<file path="config.mk">
export PLATFORM = sky130hd
export DESIGN_NAME = radix_text_to_integer_parser
export DESIGN_NICKNAME = d
export VERILOG_FILES = /design/src/hw/rtl/rtip_pkg.sv /design/src/hw/rtl/radix_text_to_integer_parser.sv
export SDC_FILE = /design/constraint.sdc
export NUM_CORES = 1
export LEC_CHECK = 0
export BUFFER_PORTS_ARGS = -buffer_cell sky130_fd_sc_hd__buf_2
export CORE_UTILIZATION = 30
export DETAILED_ROUTE_END_ITERATION = 12
export GPL_ROUTABILITY_DRIVEN = 0
export PLACE_DENSITY = 0.45
export RECOVER_POWER = 25
export SYNTH_ARGS = -nofsm -noshare
export SYNTH_HDL_FRONTEND = slang
export SYNTH_SLANG_ARGS = --single-unit
</file>
<file path="constraint.sdc">
create_clock -name clk -period 10.05 [get_ports clk]
set_input_delay 1.005 -clock clk [delete_from_list [all_inputs] [get_ports clk]]
set_output_delay 1.005 -clock clk [all_outputs]
set_load 0.01 [all_outputs]
</file>
<file path="src/hw/rtl/rtip_pkg.sv">
// ----------------------------------------------------------------------------
// rtip_pkg: shared definitions for the radix text-to-integer parser
// Parse phases, character constants, register indexes and field widths.
// ----------------------------------------------------------------------------
package rtip_pkg;

    // Field widths fixed by the interface.
    localparam int NUMBER_W   = 64;
    localparam int CONSUMED_W = 16;
    localparam int BYTE_W     = 8;
    localparam int RADIX_W    = 6;
    localparam int MODE_W     = 2;
    localparam int DIGIT_W    = 6;
    localparam int CFG_IDX_W  = 3;
    localparam int CFG_DATA_W = 8;

    // Default width of the internal byte counter.
    localparam int COUNT_WIDTH_DEF = 16;

    // Configuration register indexes.
    localparam logic [CFG_IDX_W-1:0] REG_RADIX       = 3'd0;
    localparam logic [CFG_IDX_W-1:0] REG_FILL_BYTE   = 3'd1;
    localparam logic [CFG_IDX_W-1:0] REG_MINUS_BYTE  = 3'd2;
    localparam logic [CFG_IDX_W-1:0] REG_PLUS_BYTE   = 3'd3;
    localparam logic [CFG_IDX_W-1:0] REG_FILL_MODE   = 3'd4;
    localparam logic [CFG_IDX_W-1:0] REG_LETTER_CASE = 3'd5;

    // Register reset values.
    localparam logic [RADIX_W-1:0] RADIX_RST = 6'd10;
    localparam logic [BYTE_W-1:0]  MINUS_RST = 8'd45;

    // Radix limits.
    localparam logic [RADIX_W-1:0] RADIX_MIN = 6'd2;
    localparam logic [RADIX_W-1:0] RADIX_MAX = 6'd36;

    // Fill modes and letter-case modes.
    localparam logic [MODE_W-1:0] FILL_LEFT  = 2'd0;
    localparam logic [MODE_W-1:0] CASE_BOTH  = 2'd0;
    localparam logic [MODE_W-1:0] CASE_UPPER = 2'd1;
    localparam logic [MODE_W-1:0] CASE_LOWER = 2'd2;

    // Character constants.
    localparam logic [BYTE_W-1:0] CHAR_0      = 8'd48;
    localparam logic [BYTE_W-1:0] CHAR_9      = 8'd57;
    localparam logic [BYTE_W-1:0] CHAR_UP_A   = 8'd65;
    localparam logic [BYTE_W-1:0] CHAR_UP_Z   = 8'd90;
    localparam logic [BYTE_W-1:0] CHAR_LO_A   = 8'd97;
    localparam logic [BYTE_W-1:0] CHAR_LO_Z   = 8'd122;
    localparam logic [BYTE_W-1:0] UPPER_OFFS  = 8'd55;
    localparam logic [BYTE_W-1:0] LOWER_OFFS  = 8'd87;

    typedef enum logic [1:0] {
        PH_DONE   = 2'd0,
        PH_FILL   = 2'd1,
        PH_SIGN   = 2'd2,
        PH_DIGITS = 2'd3
    } phase_t;

endpackage

</file>
<file path="src/hw/rtl/radix_text_to_integer_parser.sv">
// ----------------------------------------------------------------------------
// radix_text_to_integer_parser: streaming text-to-integer parser, base 2..36
// Parses one text byte per beat and returns one signed 64-bit result for
// each finished number, with the count of consumed bytes.
// ----------------------------------------------------------------------------
// Usage:
// The input stream carries one text byte per beat in s_axis_tdata, and
// s_axis_tuser marks the first byte of a new number. Leading fill bytes
// are skipped in left-fill mode, then an optional minus or plus byte is
// taken, then digits. The first byte that is not part of the number ends
// it; that byte is not consumed and one result beat is sent on the master
// side: the value (negated modulo 2^64 after a minus byte) and the byte
// count in m_axis_tdata, and a bad-radix flag in m_axis_tuser. A start
// byte that arrives while the radix is outside 2..36 yields a result of
// zero with the flag set right away.
// A beat is held in the input register; a digit goes through the
// multiply-add by the radix into the accumulator, and a byte that
// ends a number loads the result register. Throughput is one byte per
// cycle; the 64 by 6 bit multiply-add sets the critical path. When the
// receiver stalls, other bytes keep flowing; a byte that ends a number
// waits in the input register until the result register frees up.
// Reset clears the configuration to its defaults and leaves the parser
// waiting for a start byte. The user must write cfg_we, cfg_index and
// cfg_data only while the stream is idle; the block does not enforce it.
// ----------------------------------------------------------------------------
module radix_text_to_integer_parser #(
    parameter int COUNT_WIDTH = rtip_pkg::COUNT_WIDTH_DEF
) (
    input  logic                              clk,
    input  logic                              rst_n,
    // Configuration write port
    input  logic                              cfg_we,
    input  logic [rtip_pkg::CFG_IDX_W-1:0]    cfg_index,
    input  logic [rtip_pkg::CFG_DATA_W-1:0]   cfg_data,
    // Input stream
    input  logic                              s_axis_tvalid,
    output logic                              s_axis_tready,
    input  logic [7:0]                        s_axis_tdata,   // [7:0] text_byte
    input  logic                              s_axis_tuser,   // [0] start_text
    // Result stream
    output logic                              m_axis_tvalid,
    input  logic                              m_axis_tready,
    output logic [79:0]                       m_axis_tdata,   // [63:0] number, [79:64] consumed
    output logic                              m_axis_tuser    // [0] bad_radix
);

    // Configuration registers.
    logic [rtip_pkg::RADIX_W-1:0] radix_reg;
    logic [rtip_pkg::BYTE_W-1:0]  fill_byte_reg;
    logic [rtip_pkg::BYTE_W-1:0]  minus_byte_reg;
    logic [rtip_pkg::BYTE_W-1:0]  plus_byte_reg;
    logic [rtip_pkg::MODE_W-1:0]  fill_mode_reg;
    logic [rtip_pkg::MODE_W-1:0]  letter_case_reg;

    // Input register.
    logic                         in_valid_reg;
    logic [rtip_pkg::BYTE_W-1:0]  in_byte_reg;
    logic                         in_start_reg;

    // Parser state.
    rtip_pkg::phase_t                 phase_reg, phase_next;
    logic [rtip_pkg::NUMBER_W-1:0]    acc_reg, acc_next;
    logic                             neg_reg, neg_next;
    logic [COUNT_WIDTH-1:0]           count_reg, count_next;

    // Result register.
    logic                             out_valid_reg;
    logic [rtip_pkg::NUMBER_W-1:0]    out_number_reg, out_number_next;
    logic [rtip_pkg::CONSUMED_W-1:0]  out_consumed_reg, out_consumed_next;
    logic                             out_bad_reg, out_bad_next;

    // Per-byte decode.
    logic                             radix_ok;
    logic                             left_fill;
    rtip_pkg::phase_t                 phase_eff;
    logic [rtip_pkg::NUMBER_W-1:0]    acc_base;
    logic                             neg_base;
    logic [COUNT_WIDTH-1:0]           count_base;
    logic [COUNT_WIDTH-1:0]           count_inc;
    logic [COUNT_WIDTH+rtip_pkg::CONSUMED_W-1:0] count_ext;
    logic [rtip_pkg::DIGIT_W-1:0]     digit;
    logic                             digit_ok;
    logic [rtip_pkg::NUMBER_W-1:0]    mac;
    logic                             fill_hit;
    logic                             sign_stage;
    logic                             emit;
    logic                             out_free;
    logic                             proc_fire;

    // ------------------------------------------------------------------
    // Configuration writes.
    // ------------------------------------------------------------------
    always_ff @(posedge clk or negedge rst_n)
    begin
        if (!rst_n)
        begin
            radix_reg       <= rtip_pkg::RADIX_RST;
            fill_byte_reg   <= '0;
            minus_byte_reg  <= rtip_pkg::MINUS_RST;
            plus_byte_reg   <= '0;
            fill_mode_reg   <= rtip_pkg::FILL_LEFT;
            letter_case_reg <= rtip_pkg::CASE_BOTH;
        end
        else if (cfg_we)
        begin
            case (cfg_index)
                rtip_pkg::REG_RADIX:       radix_reg       <= cfg_data[rtip_pkg::RADIX_W-1:0];
                rtip_pkg::REG_FILL_BYTE:   fill_byte_reg   <= cfg_data;
                rtip_pkg::REG_MINUS_BYTE:  minus_byte_reg  <= cfg_data;
                rtip_pkg::REG_PLUS_BYTE:   plus_byte_reg   <= cfg_data;
                rtip_pkg::REG_FILL_MODE:   fill_mode_reg   <= cfg_data[rtip_pkg::MODE_W-1:0];
                rtip_pkg::REG_LETTER_CASE: letter_case_reg <= cfg_data[rtip_pkg::MODE_W-1:0];
                default:                   ;
            endcase
        end
    end

    // ------------------------------------------------------------------
    // Handshakes. The held byte is processed unless it ends a number and
    // the result register is still occupied.
    // ------------------------------------------------------------------
    assign out_free      = !out_valid_reg || m_axis_tready;
    assign proc_fire     = in_valid_reg && (!emit || out_free);
    assign s_axis_tready = !in_valid_reg || proc_fire;

    always_ff @(posedge clk or negedge rst_n)
    begin
        if (!rst_n)
        begin
            in_valid_reg <= 1'b0;
        end
        else if (s_axis_tready)
        begin
            in_valid_reg <= s_axis_tvalid;
        end
    end

    always_ff @(posedge clk)
    begin
        if (s_axis_tready && s_axis_tvalid)
        begin
            in_byte_reg  <= s_axis_tdata;
            in_start_reg <= s_axis_tuser;
        end
    end

    // ------------------------------------------------------------------
    // Byte decode: start handling, digit value, multiply-add.
    // ------------------------------------------------------------------
    assign radix_ok  = (radix_reg >= rtip_pkg::RADIX_MIN)
                       && (radix_reg <= rtip_pkg::RADIX_MAX);
    assign left_fill = (fill_byte_reg != '0) && (fill_mode_reg == rtip_pkg::FILL_LEFT);

    assign acc_base   = in_start_reg ? '0   : acc_reg;
    assign neg_base   = in_start_reg ? 1'b0 : neg_reg;
    assign count_base = in_start_reg ? '0   : count_reg;
    assign count_inc  = (count_base == {COUNT_WIDTH{1'b1}}) ? count_base
                                                            : count_base + COUNT_WIDTH'(1);
    assign count_ext  = {{rtip_pkg::CONSUMED_W{1'b0}}, count_base};

    always_comb
    begin
        if (in_start_reg)
            phase_eff = left_fill ? rtip_pkg::PH_FILL : rtip_pkg::PH_SIGN;
        else
            phase_eff = phase_reg;
    end

    always_comb
    begin
        logic [rtip_pkg::BYTE_W-1:0] raw;
        logic                        is_digit;
        raw      = '0;
        is_digit = 1'b0;
        if (in_byte_reg >= rtip_pkg::CHAR_0 && in_byte_reg <= rtip_pkg::CHAR_9)
        begin
            raw      = in_byte_reg - rtip_pkg::CHAR_0;
            is_digit = 1'b1;
        end
        else if (in_byte_reg >= rtip_pkg::CHAR_UP_A && in_byte_reg <= rtip_pkg::CHAR_UP_Z
                 && letter_case_reg != rtip_pkg::CASE_LOWER)
        begin
            raw      = in_byte_reg - rtip_pkg::UPPER_OFFS;
            is_digit = 1'b1;
        end
        else if (in_byte_reg >= rtip_pkg::CHAR_LO_A && in_byte_reg <= rtip_pkg::CHAR_LO_Z
                 && letter_case_reg != rtip_pkg::CASE_UPPER)
        begin
            raw      = in_byte_reg - rtip_pkg::LOWER_OFFS;
            is_digit = 1'b1;
        end
        digit    = raw[rtip_pkg::DIGIT_W-1:0];
        digit_ok = is_digit && (digit < radix_reg);
    end

    // The radix has only six significant bits, so this is a 64 by 6 multiply.
    assign mac = acc_base * {{(rtip_pkg::NUMBER_W-rtip_pkg::RADIX_W){1'b0}}, radix_reg}
               + {{(rtip_pkg::NUMBER_W-rtip_pkg::DIGIT_W){1'b0}}, digit};

    assign fill_hit   = (phase_eff == rtip_pkg::PH_FILL) && left_fill
                        && (in_byte_reg == fill_byte_reg);
    assign sign_stage = (phase_eff == rtip_pkg::PH_SIGN)
                        || ((phase_eff == rtip_pkg::PH_FILL) && !fill_hit);

    // ------------------------------------------------------------------
    // Next state and result.
    // ------------------------------------------------------------------
    always_comb
    begin
        phase_next        = phase_reg;
        acc_next          = acc_reg;
        neg_next          = neg_reg;
        count_next        = count_reg;
        emit              = 1'b0;
        out_number_next   = '0;
        out_consumed_next = '0;
        out_bad_next      = 1'b0;

        if (in_valid_reg)
        begin
            acc_next   = acc_base;
            neg_next   = neg_base;
            count_next = count_base;
            if (!radix_ok && (in_start_reg || phase_eff != rtip_pkg::PH_DONE))
            begin
                // Invalid base: zero result with the flag, parser goes idle.
                emit         = 1'b1;
                out_bad_next = 1'b1;
                phase_next   = rtip_pkg::PH_DONE;
            end
            else if (phase_eff == rtip_pkg::PH_DONE)
            begin
                phase_next = rtip_pkg::PH_DONE;
            end
            else if (fill_hit)
            begin
                phase_next = rtip_pkg::PH_FILL;
                count_next = count_inc;
            end
            else if (sign_stage && minus_byte_reg != '0 && in_byte_reg == minus_byte_reg)
            begin
                phase_next = rtip_pkg::PH_DIGITS;
                neg_next   = 1'b1;
                count_next = count_inc;
            end
            else if (sign_stage && plus_byte_reg != '0 && in_byte_reg == plus_byte_reg)
            begin
                phase_next = rtip_pkg::PH_DIGITS;
                count_next = count_inc;
            end
            else if (digit_ok)
            begin
                phase_next = rtip_pkg::PH_DIGITS;
                acc_next   = mac;
                count_next = count_inc;
            end
            else
            begin
                // Terminator: not consumed, the number is finished.
                emit              = 1'b1;
                phase_next        = rtip_pkg::PH_DONE;
                out_number_next   = neg_base ? ('0 - acc_base) : acc_base;
                out_consumed_next = count_ext[rtip_pkg::CONSUMED_W-1:0];
            end
        end
    end

    always_ff @(posedge clk or negedge rst_n)
    begin
        if (!rst_n)
        begin
            phase_reg <= rtip_pkg::PH_DONE;
            acc_reg   <= '0;
            neg_reg   <= 1'b0;
            count_reg <= '0;
        end
        else if (proc_fire)
        begin
            phase_reg <= phase_next;
            acc_reg   <= acc_next;
            neg_reg   <= neg_next;
            count_reg <= count_next;
        end
    end

    always_ff @(posedge clk or negedge rst_n)
    begin
        if (!rst_n)
        begin
            out_valid_reg <= 1'b0;
        end
        else if (proc_fire && emit)
        begin
            out_valid_reg <= 1'b1;
        end
        else if (m_axis_tready)
        begin
            out_valid_reg <= 1'b0;
        end
    end

    always_ff @(posedge clk)
    begin
        if (proc_fire && emit)
        begin
            out_number_reg   <= out_number_next;
            out_consumed_reg <= out_consumed_next;
            out_bad_reg      <= out_bad_next;
        end
    end

    assign m_axis_tvalid = out_valid_reg;
    assign m_axis_tdata  = {out_consumed_reg, out_number_reg};
    assign m_axis_tuser  = out_bad_reg;

    // ------------------------------------------------------------------
    // Assertions
    // ------------------------------------------------------------------
    a_bad_is_zero: assert property (@(posedge clk) disable iff (!rst_n)
        (m_axis_tvalid && m_axis_tuser) |-> (m_axis_tdata == '0))
        else $error("bad-radix result carries a nonzero payload");

    a_done_after_emit: assert property (@(posedge clk) disable iff (!rst_n)
        (proc_fire && emit) |=> (phase_reg == rtip_pkg::PH_DONE))
        else $error("parser not idle after a result");

    a_no_overwrite: assert property (@(posedge clk) disable iff (!rst_n)
        (m_axis_tvalid && !m_axis_tready) |=> m_axis_tvalid)
        else $error("pending result dropped");

    a_count_monotonic: assert property (@(posedge clk) disable iff (!rst_n)
        (proc_fire && !in_start_reg) |=> (count_reg >= $past(count_reg)))
        else $error("byte count decreased within a number");

endmodule

</file>
==> metrics.yaml <==
status:
  outcome: "finished, violations left"
  violations: "capacitance limit, slew limit"
logic_synthesis:
  async_reset_ff_frac: 0.5694
  yosysWarningCount: 0
  synthTopCellsByArea: "fa_1, dfrtp_1, edfxtp_1, ha_1, and3_1"
  synth_edf_count: 90
  ys_seq_elements: 209
  synthesis.nets: 2833
  syn_avg_cell_area_um2: 9.447
  synth_top_area_frac: 0.2098
  postSynthCellCount: 2424
  ys.flop_type: "dfrtp_1"
  synth_area_leader_cell: "fa_1"
  synth_area_mm2: 0.02290
  yosysMostFrequentCell: "fa_1"
  synthTopCellsByCount: "fa_1, and3_1, nand2_1, nor2_1, clkbuf_1"
  ys_seq_area_frac: 0.2484
  ys_types: 86
timing:
  grt_setup_unrepaired: "false"
  tightest_slew_ns: 3.969
  finalHoldViolations: 0
  setup_viol: 0
  drv_slew: 135
  holdWs_ns: 0.5023
  relSlewSlack: -1.646
  finalCriticalPeriod_ns: 7.147
  fin_skew_ns: 0.01742
  fmax_mhz: 139.9
  setup_tns_ns: 0
  period_share: 0.7112
floorplanning:
  fp.dieH_um: 278.3
  die_x_um: 278.3
  core_mm2: 0.07495
  die-area_mm2: 0.07745
  num_rows: 100
  start_util: 0.3056
  ios: 108
worst_setup_path:
  crit_chain: "buf_12, inv_4, buf_4, and3_1, fa_1, fa_1, fa_1, ha_1, ha_1, a21o_1, a31o_2, a221oi_1, o21ai_0, a221o_1, nand2b_1, a21boi_0, nor2_1, a221o_1"
  cp.arrival_ns: 7.64
  critPathMostFrequentCell: "fa_1"
  startpoint_type: "register"
  critPathRequiredTime_ns: 10.54
  path_buf_inv: 3
  cp_top_family: "adder cells"
  cpMaxStageDelayCell: "buf_4"
  crit_path_max_incr_delay_ns: 0.80
  end_kind: "register"
  worstSetupPathType: "register to register"
  path_max_fanout: 114
routing:
  vias_per_cell: 5.388
  dr.first_iter.drc_count: 1166
  drt-pass1-iter-count: 5
  ant_nets: 0
  wl_per_cell_um: 21.86
  num_vias: 18300
  drc: 0
  drt-total-wl_um: 74250
min_path:
  min_path_type: "register to register"
global_route:
  grt_pass1_wl_um: 116600
  grt_pass1_vias: 19040
  gr-usage-all-layers: 0.1933
  grt_max_degree: 115
  antenna_found_initial: 1
  grt_overflow: 0
clock_network:
  clk_transition_reported_paths_ns: 0.06
  cts_resized: 0
  cts_tree: "yes"
  clock_sinks: 209
  root_buffer: "clkbuf_16"
  clk_latency_ns: 0.61
  post_cts_buffers: 0
  ctsHoldBuffers: 0
  clockBufferDepth: 3
  numCtsBuffers: 29
  htreeDepth: 1
power:
  finalPower_uw: 2770
  power_density_mw_per_mm2: 110.2
  vdd_drop_max_mv: 0.1107
  p_leak_uw: 0.01228
layout:
  areaGrowthSynthToFinish_pct: 9.780
  drive_gt1_frac: 0.09765
  nNetsFinal: 2813
  antenna_cells: 0
  fill_cells: 7673
  fin_util: 0.3354
place:
  io_buffers: 107
  hpwl_um: 53580
flow_run:
  drv_cap: 3
-- worst register-to-register path, cell delays in order, from the launching register on --
cell and delay (ns):
edfxtp_1 0.41, buf_12 0.26, inv_4 0.65, buf_4 0.80, and3_1 0.47, fa_1 0.46
fa_1 0.60, fa_1 0.43, ha_1 0.28, ha_1 0.41, a21o_1 0.25, a31o_2 0.27
a221oi_1 0.28, o21ai_0 0.22, a221o_1 0.34, nand2b_1 0.25, a21boi_0 0.31, nor2_1 0.08
a221o_1 0.29
-- cell usage in the layout (no fill, tap or decap), types with 8 or more instances in the layout --
master,count
o211ai_1,11
edfxtp_1,90
o31ai_1,21
o21a_1,11
xor2_1,73
nor4_1,31
clkbuf_16,29
a22o_1,49
o41ai_1,8
nor2b_1,25
o21bai_1,9
a211oi_1,11
o21ai_1,10
nand4_1,19
inv_1,136
nand2_1,185
a21boi_0,8
a21o_1,41
o21ai_0,90
dfrtp_1,112
nand3_1,31
or3_1,12
buf_4,20
xnor2_1,58
buf_2,105
and3_1,186
mux2_2,32
fa_1,240
a31oi_1,15
nand2b_1,12
nor3_1,37
and2_1,124
clkbuf_1,8
nor2_1,174
a21oi_1,106
ha_1,144
-- layout make-up --
class / count / area [um^2] / area share
inverters: 138 / 520.5 / 0.02070
clock buffers: 33 / 750.7 / 0.02986
well taps: 969 / 1212 / 0.04823
clock inverters: 21 / 296.5 / 0.01180
flip-flops and latches: 209 / 5689 / 0.2263
multi-input cells: 1895 / 15960 / 0.6347
repair buffers: 131 / 714.4 / 0.02842
-- stage by stage --
stage	worst slack [ns]	cells	cell area, um^2
global route	1.824	3396	25140
global placement	3.077	3342	24120
CTS	2.964	3396	25170
floorplan	2.369	2424	22900
detailed placement	3.012	3342	24120
finish	2.903	3396	25140
-- power breakdown --
group / switching (uW) / internal (uW) / total, uW
Combinational: 391 / 151 / 541
Sequential: 80.2 / 992 / 1070
Clock: 460 / 697 / 1160
Total: 930 / 1840 / 2770
-- worst paths after layout --
kind	start	to	slack, ns	depth (start not counted)
worst max-delay path	in_start_reg	acc_reg[59]	2.90	18
worst min-delay path	count_reg[4]	count_reg[4]	0.50	2
worst max register to register	in_start_reg	acc_reg[59]	2.90	18
worst min register to register	count_reg[4]	count_reg[4]	0.50	2
max in group asynchronous	rst_n	neg_reg	3.08	2
min in group asynchronous	rst_n	acc_reg[58]	1.59	1
-- metal layers --
layer  part of all wire  GRT usage
met1               0.46     0.2723
met2               0.46     0.3133
met3              0.053    0.02930
met4              0.019    0.03853
met5                  0          0
-- cell families (layout without fill, tap and decap cells) --
logic type / Yosys count / in the layout / synth area share
AO/OA/AOI/OAI: 469 / 469 / 0.1389
XOR/XNOR: 132 / 132 / 0.05108
adder cells (fa/ha/maj): 384 / 384 / 0.2885
buffers and inverters: 320 / 323 / 0.05627
flip-flops: 209 / 209 / 0.2484
multiplexers: 35 / 35 / 0.01705
AND/OR/NAND/NOR: 875 / 875 / 0.1999
(Power assumes the default switching activity.)
